<file path="src/design/mcpwm_pkg.sv">
// Shared types and constants of the multi-channel PWM generator.
`default_nettype none

package mcpwm_pkg;

  localparam int PIN_W   = 4;
  localparam int TICK_W  = 16;
  localparam int DUTY_W  = 16;
  localparam int LEVEL_W = 16;

  localparam logic [TICK_W-1:0] PERIOD_RESET = 16'd2000;

  localparam logic [1:0] OP_TICK    = 2'd0;
  localparam logic [1:0] OP_SET     = 2'd1;
  localparam logic [1:0] OP_RELEASE = 2'd2;

  localparam logic [1:0] ST_OK        = 2'd0;
  localparam logic [1:0] ST_FULL      = 2'd1;
  localparam logic [1:0] ST_NOT_FOUND = 2'd2;

  // Actions broadcast from the controller to the row of channel cells.
  typedef struct packed {
    logic alloc;
    logic clear;
    logic write;
    logic latch;
  } cell_ctrl_t;

endpackage

`default_nettype wire

</file>
<file path="src/design/mcpwm_cell.sv">
// One channel cell: table entry, latched high time and its link to the neighbor cells.
`default_nettype none

module mcpwm_cell #(
  parameter bit INIT_VALID = 1'b0
) (
  input  wire logic                              clk,
  input  wire logic                              rst_n,
  input  wire mcpwm_pkg::cell_ctrl_t             ctrl_i,
  input  wire logic                              sel_i,
  input  wire logic [mcpwm_pkg::PIN_W-1:0]       pin_i,
  input  wire logic [mcpwm_pkg::TICK_W-1:0]      high_i,
  input  wire logic                              full_i,
  input  wire logic [mcpwm_pkg::TICK_W-1:0]      phase_i,
  input  wire logic                              free_seen_i,
  input  wire logic [mcpwm_pkg::LEVEL_W-1:0]     levels_i,
  output logic                                   free_seen_o,
  output logic                                   first_free_o,
  output logic                                   match_o,
  output logic                                   valid_o,
  output logic [mcpwm_pkg::LEVEL_W-1:0]          levels_o
);
  import mcpwm_pkg::*;

  logic              valid_r;
  logic [PIN_W-1:0]  pin_r;
  logic [TICK_W-1:0] high_r;
  logic              full_r;
  logic [TICK_W-1:0] act_high_r;
  logic              act_full_r;
  logic              hit;

  always_ff @(posedge clk) begin
    if (!rst_n) begin
      valid_r    <= INIT_VALID;
      pin_r      <= '0;
      high_r     <= '0;
      full_r     <= 1'b0;
      act_high_r <= '0;
      act_full_r <= 1'b0;
    end else begin
      if (ctrl_i.latch) begin
        act_high_r <= high_r;
        act_full_r <= full_r;
      end
      if (sel_i && ctrl_i.alloc) begin
        valid_r    <= 1'b1;
        pin_r      <= pin_i;
        act_high_r <= '0;
        act_full_r <= 1'b0;
      end
      if (sel_i && ctrl_i.clear) begin
        valid_r    <= 1'b0;
        pin_r      <= '0;
        high_r     <= '0;
        full_r     <= 1'b0;
        act_high_r <= '0;
        act_full_r <= 1'b0;
      end
      if (sel_i && ctrl_i.write) begin
        high_r <= high_i;
        full_r <= full_i;
      end
    end
  end

  // The first free entry is the one with no free entry ahead of it in the row.
  assign first_free_o = !valid_r && !free_seen_i;
  assign free_seen_o  = free_seen_i || !valid_r;
  assign match_o      = valid_r && (pin_r == pin_i);
  assign valid_o      = valid_r;

  assign hit      = valid_r && (act_full_r || (phase_i < act_high_r));
  assign levels_o = levels_i | (hit ? (LEVEL_W'(1) << pin_r) : '0);

endmodule

`default_nettype wire

</file>
<file path="src/design/mcpwm_div.sv">
// High-time unit: period times duty, then a reciprocal multiplication that divides by the duty depth.
`default_nettype none

module mcpwm_div #(
  parameter int DUTY_DEPTH = 1023
) (
  input  wire logic                          clk,
  input  wire logic                          rst_n,
  input  wire logic                          start_i,
  input  wire logic [mcpwm_pkg::TICK_W-1:0]  period_i,
  input  wire logic [mcpwm_pkg::TICK_W-1:0]  duty_i,
  output logic                               done_o,
  output logic [mcpwm_pkg::TICK_W-1:0]       high_o,
  output logic                               full_o
);
  import mcpwm_pkg::*;

  // The duty is already clamped to the depth, so the product stays below 2^(16+L).
  // A reciprocal rounded up with K fraction bits then gives the exact floor quotient.
  localparam int L_W    = $clog2(DUTY_DEPTH);
  localparam int X_W    = TICK_W + L_W;
  localparam int K      = X_W + L_W;
  localparam int M_W    = X_W + 1;
  localparam int PROD_W = X_W + M_W;
  localparam logic [63:0] RECIP_WIDE =
    ((64'd1 << K) + 64'(DUTY_DEPTH) - 64'd1) / 64'(DUTY_DEPTH);
  localparam logic [M_W-1:0] RECIP = M_W'(RECIP_WIDE);

  typedef enum logic [3:0] {
    D_IDLE  = 4'b0001,
    D_MUL   = 4'b0010,
    D_RECIP = 4'b0100,
    D_SHIFT = 4'b1000
  } div_state_t;

  div_state_t        state_r;
  logic [TICK_W-1:0] p_r;
  logic [TICK_W-1:0] d_r;
  logic [X_W-1:0]    x_r;
  logic [PROD_W-1:0] prod_r;
  logic [TICK_W-1:0] q_r;
  logic              done_r;

  always_ff @(posedge clk) begin
    if (!rst_n) begin
      state_r <= D_IDLE;
      done_r  <= 1'b0;
    end else begin
      done_r <= 1'b0;
      unique case (state_r)
        D_IDLE: begin
          if (start_i) begin
            p_r     <= period_i;
            d_r     <= duty_i;
            state_r <= D_MUL;
          end
        end
        D_MUL: begin
          x_r     <= X_W'((2*TICK_W)'(p_r) * (2*TICK_W)'(d_r));
          state_r <= D_RECIP;
        end
        D_RECIP: begin
          prod_r  <= PROD_W'(x_r) * PROD_W'(RECIP);
          state_r <= D_SHIFT;
        end
        D_SHIFT: begin
          q_r     <= prod_r[K +: TICK_W];
          done_r  <= 1'b1;
          state_r <= D_IDLE;
        end
        default: state_r <= D_IDLE;
      endcase
    end
  end

  assign done_o = done_r;
  assign full_o = q_r >= p_r;
  assign high_o = full_o ? '0 : q_r;

endmodule

`default_nettype wire

</file>
<file path="src/design/multi_channel_pwm_generator_unit.sv">
// Top level of the multi-channel PWM generator: command sequencer, period counter and cell row.
`default_nettype none

// A command is taken when start is high and busy is low. A tick, a release, a set that
// is refused and an unused opcode go from EXEC to REPLY and back to IDLE; a set that
// reaches the table also goes through DIV and WRITE and waits in DIV for the high-time unit
// that multiplies period by duty and divides by the duty depth with a reciprocal multiply.
// Each command yields one result, shown for one cycle with out_valid; the receiver
// cannot stall it and must take it in that cycle.
// The channel table is a row of MAX_CHANNELS cells searched in one pass along the row.
module multi_channel_pwm_generator_unit #(
  parameter int MAX_CHANNELS = 8,
  parameter int DUTY_DEPTH   = 1023,
  parameter int NUM_PINS     = 16
) (
  input  wire logic                                 clk,
  input  wire logic                                 rst_n,
  input  wire logic                                 start,
  output logic                                      busy,
  input  wire logic [1:0]                           in_opcode,
  input  wire logic [mcpwm_pkg::PIN_W-1:0]          in_pin,
  input  wire logic signed [mcpwm_pkg::DUTY_W-1:0]  in_duty,
  input  wire logic                                 cfg_we,
  input  wire logic [mcpwm_pkg::TICK_W-1:0]         cfg_wdata,
  output logic                                      out_valid,
  output logic [mcpwm_pkg::LEVEL_W-1:0]             out_pin_levels,
  output logic [1:0]                                out_status,
  output logic                                      out_running
);
  import mcpwm_pkg::*;

  localparam logic [TICK_W-1:0]  DEPTH_V  = TICK_W'(DUTY_DEPTH);
  localparam logic [LEVEL_W-1:0] PIN_MASK = LEVEL_W'((17'd1 << NUM_PINS) - 17'd1);

  typedef enum logic [4:0] {
    S_IDLE  = 5'b00001,
    S_EXEC  = 5'b00010,
    S_DIV   = 5'b00100,
    S_WRITE = 5'b01000,
    S_REPLY = 5'b10000
  } state_t;

  state_t                   state_r, state_nxt;
  logic [1:0]               op_r;
  logic [PIN_W-1:0]         pin_r;
  logic signed [DUTY_W-1:0] duty_r;
  logic [TICK_W-1:0]        period_r;
  logic [TICK_W-1:0]        phase_r, phase_nxt;
  logic                     running_r, running_nxt;
  logic [1:0]               status_r, status_nxt;
  logic [MAX_CHANNELS-1:0]  sel_r, sel_nxt;
  logic                     out_valid_r;
  logic [LEVEL_W-1:0]       out_levels_r;
  logic [1:0]               out_status_r;
  logic                     out_running_r;

  cell_ctrl_t               ctrl;
  logic [MAX_CHANNELS-1:0]  cell_sel;
  logic [MAX_CHANNELS-1:0]  match_vec;
  logic [MAX_CHANNELS-1:0]  first_free_vec;
  logic [MAX_CHANNELS-1:0]  valid_vec;
  logic [MAX_CHANNELS:0]    free_chain;
  logic [LEVEL_W-1:0]       lvl_chain [MAX_CHANNELS+1];
  logic                     pin_ok;
  logic                     match_any;
  logic                     free_any;
  logic [TICK_W-1:0]        eff_period;
  logic [TICK_W-1:0]        duty_clamp;
  logic                     div_start;
  logic                     div_done;
  logic [TICK_W-1:0]        div_high;
  logic                     div_full;

  assign pin_ok     = {1'b0, pin_r} < (PIN_W+1)'(NUM_PINS);
  assign match_any  = |match_vec;
  assign free_any   = |first_free_vec;
  assign eff_period = (period_r == '0) ? TICK_W'(1) : period_r;

  always_comb begin
    if (duty_r < 16'sd1) begin
      duty_clamp = '0;
    end else if (TICK_W'(duty_r) > DEPTH_V) begin
      duty_clamp = DEPTH_V;
    end else begin
      duty_clamp = TICK_W'(duty_r);
    end
  end

  assign free_chain[0] = 1'b0;
  assign lvl_chain[0]  = '0;

  for (genvar g = 0; g < MAX_CHANNELS; g++) begin : g_cell
    mcpwm_cell #(
      .INIT_VALID(g == 0)
    ) u_cell (
      .clk          (clk),
      .rst_n        (rst_n),
      .ctrl_i       (ctrl),
      .sel_i        (cell_sel[g]),
      .pin_i        (pin_r),
      .high_i       (div_high),
      .full_i       (div_full),
      .phase_i      (phase_r),
      .free_seen_i  (free_chain[g]),
      .levels_i     (lvl_chain[g]),
      .free_seen_o  (free_chain[g+1]),
      .first_free_o (first_free_vec[g]),
      .match_o      (match_vec[g]),
      .valid_o      (valid_vec[g]),
      .levels_o     (lvl_chain[g+1])
    );
  end

  mcpwm_div #(
    .DUTY_DEPTH(DUTY_DEPTH)
  ) u_div (
    .clk      (clk),
    .rst_n    (rst_n),
    .start_i  (div_start),
    .period_i (eff_period),
    .duty_i   (duty_clamp),
    .done_o   (div_done),
    .high_o   (div_high),
    .full_o   (div_full)
  );

  always_comb begin
    state_nxt   = state_r;
    status_nxt  = status_r;
    sel_nxt     = sel_r;
    running_nxt = running_r;
    phase_nxt   = phase_r;
    ctrl        = '0;
    cell_sel    = sel_r;
    div_start   = 1'b0;
    unique case (state_r)
      S_IDLE: begin
        if (start) begin
          state_nxt  = S_EXEC;
          status_nxt = ST_OK;
        end
      end
      S_EXEC: begin
        state_nxt = S_REPLY;
        unique case (op_r)
          OP_TICK: begin
            if (running_r && (phase_r == '0)) begin
              ctrl.latch = 1'b1;
            end
          end
          OP_SET: begin
            if (!pin_ok) begin
              status_nxt = ST_NOT_FOUND;
            end else if (match_any) begin
              sel_nxt   = match_vec;
              div_start = 1'b1;
              state_nxt = S_DIV;
            end else if (free_any) begin
              cell_sel   = first_free_vec;
              ctrl.alloc = 1'b1;
              sel_nxt    = first_free_vec;
              div_start  = 1'b1;
              state_nxt  = S_DIV;
            end else begin
              status_nxt = ST_FULL;
            end
          end
          OP_RELEASE: begin
            if (pin_ok && match_any) begin
              cell_sel   = match_vec;
              ctrl.clear = 1'b1;
            end else begin
              status_nxt = ST_NOT_FOUND;
            end
            // The counter stops once the table is left empty.
            if (pin_ok && !(|(valid_vec & ~match_vec))) begin
              running_nxt = 1'b0;
              phase_nxt   = '0;
            end
          end
          default: ;
        endcase
      end
      S_DIV: begin
        if (div_done) begin
          state_nxt = S_WRITE;
        end
      end
      S_WRITE: begin
        ctrl.write = 1'b1;
        if (!running_r) begin
          running_nxt = 1'b1;
          phase_nxt   = '0;
        end
        state_nxt = S_REPLY;
      end
      S_REPLY: begin
        state_nxt = S_IDLE;
        if ((op_r == OP_TICK) && running_r) begin
          phase_nxt = (({1'b0, phase_r} + 17'd1) >= {1'b0, eff_period}) ? '0
                    : phase_r + TICK_W'(1);
        end
      end
      default: state_nxt = S_IDLE;
    endcase
  end

  always_ff @(posedge clk) begin
    if (!rst_n) begin
      state_r     <= S_IDLE;
      period_r    <= PERIOD_RESET;
      phase_r     <= '0;
      running_r   <= 1'b0;
      status_r    <= ST_OK;
      sel_r       <= '0;
      out_valid_r <= 1'b0;
    end else begin
      state_r     <= state_nxt;
      phase_r     <= phase_nxt;
      running_r   <= running_nxt;
      status_r    <= status_nxt;
      sel_r       <= sel_nxt;
      out_valid_r <= (state_r == S_REPLY);
      if (cfg_we) begin
        period_r <= cfg_wdata;
      end
    end
  end

  always_ff @(posedge clk) begin
    if (!rst_n) begin
      op_r   <= OP_TICK;
      pin_r  <= '0;
      duty_r <= '0;
    end else if ((state_r == S_IDLE) && start) begin
      op_r   <= in_opcode;
      pin_r  <= in_pin;
      duty_r <= in_duty;
    end
    if (state_r == S_REPLY) begin
      out_levels_r  <= running_r ? (lvl_chain[MAX_CHANNELS] & PIN_MASK) : '0;
      out_status_r  <= status_r;
      out_running_r <= running_r;
    end
  end

  assign busy           = (state_r != S_IDLE);
  assign out_valid      = out_valid_r;
  assign out_pin_levels = out_levels_r;
  assign out_status     = out_status_r;
  assign out_running    = out_running_r;

  a_phase_idle: assert property (@(posedge clk) disable iff (!rst_n)
    !running_r |-> (phase_r == '0))
    else $error("phase counter moved while the counter is stopped");

  a_running_has_entry: assert property (@(posedge clk) disable iff (!rst_n)
    running_r |-> (|valid_vec))
    else $error("counter running with an empty channel table");

  a_unique_pin: assert property (@(posedge clk) disable iff (!rst_n)
    $onehot0(match_vec))
    else $error("a pin is held by more than one channel entry");

  a_write_one_entry: assert property (@(posedge clk) disable iff (!rst_n)
    (state_r == S_WRITE) |-> $onehot(sel_r))
    else $error("high-time write does not address exactly one entry");

  a_strobe_single: assert property (@(posedge clk) disable iff (!rst_n)
    out_valid_r |=> !out_valid_r)
    else $error("result strobe held for more than one cycle");

endmodule

`default_nettype wire
</file>
<file path="config.mk">
export PLATFORM = sky130hd
export DESIGN_NAME = multi_channel_pwm_generator_unit
export DESIGN_NICKNAME = d
export VERILOG_FILES = /design/src/design/mcpwm_pkg.sv /design/src/design/mcpwm_cell.sv /design/src/design/mcpwm_div.sv /design/src/design/multi_channel_pwm_generator_unit.sv
export SDC_FILE = /design/constraint.sdc
export NUM_CORES = 2
export LEC_CHECK = 0
export BUFFER_PORTS_ARGS = -buffer_cell sky130_fd_sc_hd__clkbuf_2
export CORE_MARGIN = 5
export CORE_UTILIZATION = 50
export CTS_CLUSTER_SIZE = 24
export DETAILED_ROUTE_END_ITERATION = 16
export GPL_ROUTABILITY_DRIVEN = 0
export PLACE_DENSITY = 0.66
export SYNTH_ARGS = -nofsm -noshare
export SYNTH_HDL_FRONTEND = slang
export SYNTH_SLANG_ARGS = --single-unit
</file>
<file path="constraint.sdc">
create_clock -name clk -period 8.75 [get_ports clk]
set_clock_uncertainty 0.15 [all_clocks]
set_input_delay 1.3125 -clock clk [delete_from_list [all_inputs] [get_ports clk]]
set_output_delay 1.3125 -clock clk [all_outputs]
set_load 0.01 [all_outputs]
</file>
==> results.txt <==
- The number of slew-limit violations in the final report came to 0.
- Number of cell rows: 95
- After routing the design area is 0.0364 mm2.
* Max Clock Freq: 143 MHz
- Global routing finished with a remaining overflow of 0.
* TritonCTS sink count: 497
- P_leak: 15.6 nW
- Internal power consumption: 3.86 mW
- Floorplan Core Area: 0.0670 mm2
- Data on the critical path arrives at its endpoint at 7.18 ns.
- Clock-pin transition on the worst setup and hold timing paths: 0.07 ns
- Proportion of register bits with asynchronous set or reset after synthesis: 0%
* RSZ-0062 raised after global routing: false
- Post-CTS Repair Setup Buffers: 0
- Summed over all failing endpoints, the final setup total negative slack is 0 ns.
- Largest net degree at the start of global routing: 92
- The library cell used most frequently in the layout, excluding fill and tap cells, is sky130_fd_sc_hd__nand2_1.
* PnR worst setup slack: 1.73 ns
- After filler insertion, the fill cell instance count of the layout stands at 6156.
* Kind of path behind the tightest hold check: reg2reg
- Number of antenna violations at the first check in global routing: 0
- Net switching power figure: 1.18 mW
- The first global-routing pass estimated 134000 um of wire.
* Synth Cell Area: 0.0337 mm2
- Least-Margin Pin Slew: 1.05 ns
* Slack of the worst reg-to-reg path: 1.73 ns
- Number of synthesized flops with an enable pin: 109
* Launching point of the worst reg2reg path: u_div.p_r[5]
- Maximum count of clock buffers along a single path: 3
- DRC marker count from the first detailed-route iteration: 2103
- Crit end category: flip-flop
- Across the VDD grid, the largest voltage drop is 144 uV.
- Logic gate share of total power: 5.8%
- Of the cells placed in the final design, the portion with a size suffix greater than 1 is 6.49%.
- Total wire length: 84600 um
- Sequential share of the synthesized area: 32.7%
- Tracing the worst setup path back leads to its startpoint at u_div.p_r[5].
- Seq cells post-synth: 497
- Synth cell types: 88
- Run status: completed
- Destination of the worst register-to-register timing path: u_div.x_r[25]
* P&R area growth vs syn: 7.80%
- Worst-skew pair later-pin latency: 0.64 ns
* Sequential fraction of design power: 47.0%
* Post-synth top flop: sky130_fd_sc_hd__dfxtp_1
- For this design the ratio of total power to cell area is 139 mW/mm2.
* Worst setup SP type: flip-flop
- Total number of vias: 25400
* Number of hold buffers added after cts: 0
* Max-cap viol count: 0
- The die is 270 um wide.
- Across all hold checks on the routed design, the worst slack comes to 0.268 ns.
* Total of buffers placed on input and output ports: 62
* Placed wire-length estimate after detailed placement: 60900 um
- For the finished layout, the period the worst path requires is 7.02 ns.
- Worst Reg2Reg Path Length in Cells: 21
- The worst pin sits at a relative slew slack of 30.0%.
* Antenna diodes: 0
- Termination of the worst setup path: u_div.x_r[25]
- Clock power share: 47.2%
- From bottom edge to top edge, the die measures 270 um.
* DR vias/cell: 5.60
* Post-synthesis cell count: 3680
* Mean area per synthesized cell: 9.17 um2
- Gates resized during post-CTS repair numbered 0.
- Setup violations remaining at the end of the flow were counted as 0.
- The die covers 0.0728 mm2.
- Initial core utilization: 50.3%
- Clock root buffer: sky130_fd_sc_hd__clkbuf_16
* Total of warnings raised by yosys: 0
- Via count of the first global-routing pass: 24600
- Area after DPL: 0.0345 mm2
- The worst setup path is of the reg2reg kind.
- TritonCTS buffer count: 52
* Final count of hold timing violations: 0
- During I/O placement, the number of pins put on the boundary was 63.
- CTS built an H-tree with a depth of 2.
* Tot GR Track Use: 22.6%
- Of all nets on the critical path, the largest fanout is 17.
- The net count of the finished layout is 4232.
- Counting instances, the worst hold path has a depth of 0.
- Critical path required time: 8.92 ns
* Switch share: 23.4%
- In this run the remaining antenna-violating nets after routing total 0.
- Highest-count cells in the layout ignoring fill and taps: sky130_fd_sc_hd__nand2_1 (538), sky130_fd_sc_hd__inv_1 (486), sky130_fd_sc_hd__dfxtp_1 (388), sky130_fd_sc_hd__ha_1 (366), sky130_fd_sc_hd__a21oi_1 (206)
- After detailed routing, the number of remaining DRC violations is 0.
- TritonCTS built the clock tree.
- TritonRoute pass-1 iters: 6
- After detailed routing, the average wire length per cell comes to 18.6 um.
- Overall power consumption after layout is estimated at 5.04 mW.
- Dividing the final minimum period by the clock period gives 80.2%.
* Post-placement setup slack: 1.78 ns
-- layer usage --
| metal | vias up | routed length [um] | global-route usage [%] | share of wire, % |
|---|---|---|---|---|
| met5 | - | 0 | 0 | 0 |
| met1 | 12400 | 37400 | 30.6 | 44 |
| met3 | 136 | 3960 | 3.04 | 4.7 |
| met2 | 574 | 40600 | 38.2 | 48 |
| met4 | 0 | 2570 | 6.69 | 3.0 |
| li1 | 12300 | - | - | - |
-- metrics by stage --
step           instances  util [%]
2_1_floorplan       3685         -
4_1_cts             4542      54.2
3_5_place_dp        4444      51.5
6_report            4542      54.2
5_1_grt             4542      54.2
3_3_place_gp        4444      51.5
-- power by group through the flow --
stage,clock network (mW),logic (mW),registers [mW]
after floorplan,0,0.222,2.42
after global placement,0,0.291,2.42
after detailed placement,0,0.293,2.42
after CTS,2.42,0.295,2.37
after global routing,2.51,0.327,2.37
final,2.38,0.291,2.37
-- logic make-up (layout without fill, tap and decap cells) --
kind of cell / count (synthesis) / after routing / share of synthesized area, %
other cells: 1 / 6 / 0.0111
xor+xnor: 89 / 89 / 2.31
compound gates: 736 / 736 / 15.6
simple gates: 1089 / 1089 / 15.5
flops: 497 / 497 / 32.7
mux: 18 / 18 / 0.534
fa+ha+maj: 565 / 565 / 25.4
buf+inv: 685 / 669 / 7.95
-- cell usage after synthesis, drive strengths merged (18+ instances only) --
cell type	number	area share, %
dfxtp	388	23
nand2b	24	0.45
fa	199	12
a21oi	216	3.3
buf	71	1.1
nor2b	59	1.1
a22o	131	3.4
xnor2	44	1.1
a21boi	39	0.87
o21ai	69	1.0
o21a	32	0.71
a22oi	38	1.0
nand4	32	0.64
xor2	45	1.2
and3	24	0.45
ha	366	14
nor4	20	0.46
mux2i	18	0.53
nand3	49	0.73
nor3	24	0.36
a21o	66	1.5
nor2	121	1.4
nand2	543	6.1
edfxtp	109	9.7
and2	130	2.4
clkbuf	128	1.4
inv	486	5.4
-- how the worst min path moves through the flow --
| stage | start | endpoint | slack [ns] |
|---|---|---|---|
| after global routing | u_div.prod_r[38] | u_div.q_r[2] | 0.28 |
| after global placement | u_div.prod_r[41] | u_div.q_r[5] | 0.25 |
| after detailed placement | u_div.prod_r[40] | u_div.q_r[4] | 0.25 |
| final | u_div.prod_r[48] | u_div.q_r[12] | 0.27 |
| after CTS | u_div.prod_r[48] | u_div.q_r[12] | 0.27 |
| after floorplan | u_div.prod_r[36] | u_div.q_r[0] | 0.25 |
-- sequential cells by signal (all words and copies together) (netlist names), 26 cells and up --
| register | cells |
|---|---|
| g_cell.u_cell.high_r | 128 |
| g_cell.u_cell.pin_r | 32 |
| u_div.x_r | 26 |
| g_cell.u_cell.act_high_r | 128 |
-- worst max-delay path: stages, from the launching register on --
cell and delay, ns:
sky130_fd_sc_hd__edfxtp_1 0.67, sky130_fd_sc_hd__and2_1 0.31, sky130_fd_sc_hd__fa_1 0.53, sky130_fd_sc_hd__inv_1 0.05, sky130_fd_sc_hd__fa_1 0.57, sky130_fd_sc_hd__fa_1 0.44
sky130_fd_sc_hd__fa_1 0.49, sky130_fd_sc_hd__inv_1 0.05, sky130_fd_sc_hd__fa_1 0.53, sky130_fd_sc_hd__inv_1 0.05, sky130_fd_sc_hd__fa_1 0.52, sky130_fd_sc_hd__inv_1 0.04
sky130_fd_sc_hd__ha_1 0.33, sky130_fd_sc_hd__a21oi_1 0.14, sky130_fd_sc_hd__nor2_1 0.07, sky130_fd_sc_hd__or4_1 0.41, sky130_fd_sc_hd__o22a_1 0.22, sky130_fd_sc_hd__a41o_1 0.27
sky130_fd_sc_hd__o21a_1 0.19, sky130_fd_sc_hd__o211a_1 0.22, sky130_fd_sc_hd__o41a_1 0.32, sky130_fd_sc_hd__xnor2_1 0.13
-- area by class of cell --
class	count	area (um2)	area share [%]
multi-input cells	2503	20100	55.2
flip-flops and latches	497	11000	30.4
clock inverters	29	407	1.12
clock buffers	69	1460	4.00
repair buffers	85	485	1.34
inverters	486	1820	5.02
well taps	873	1090	3.00
(Power assumes the default switching activity.)
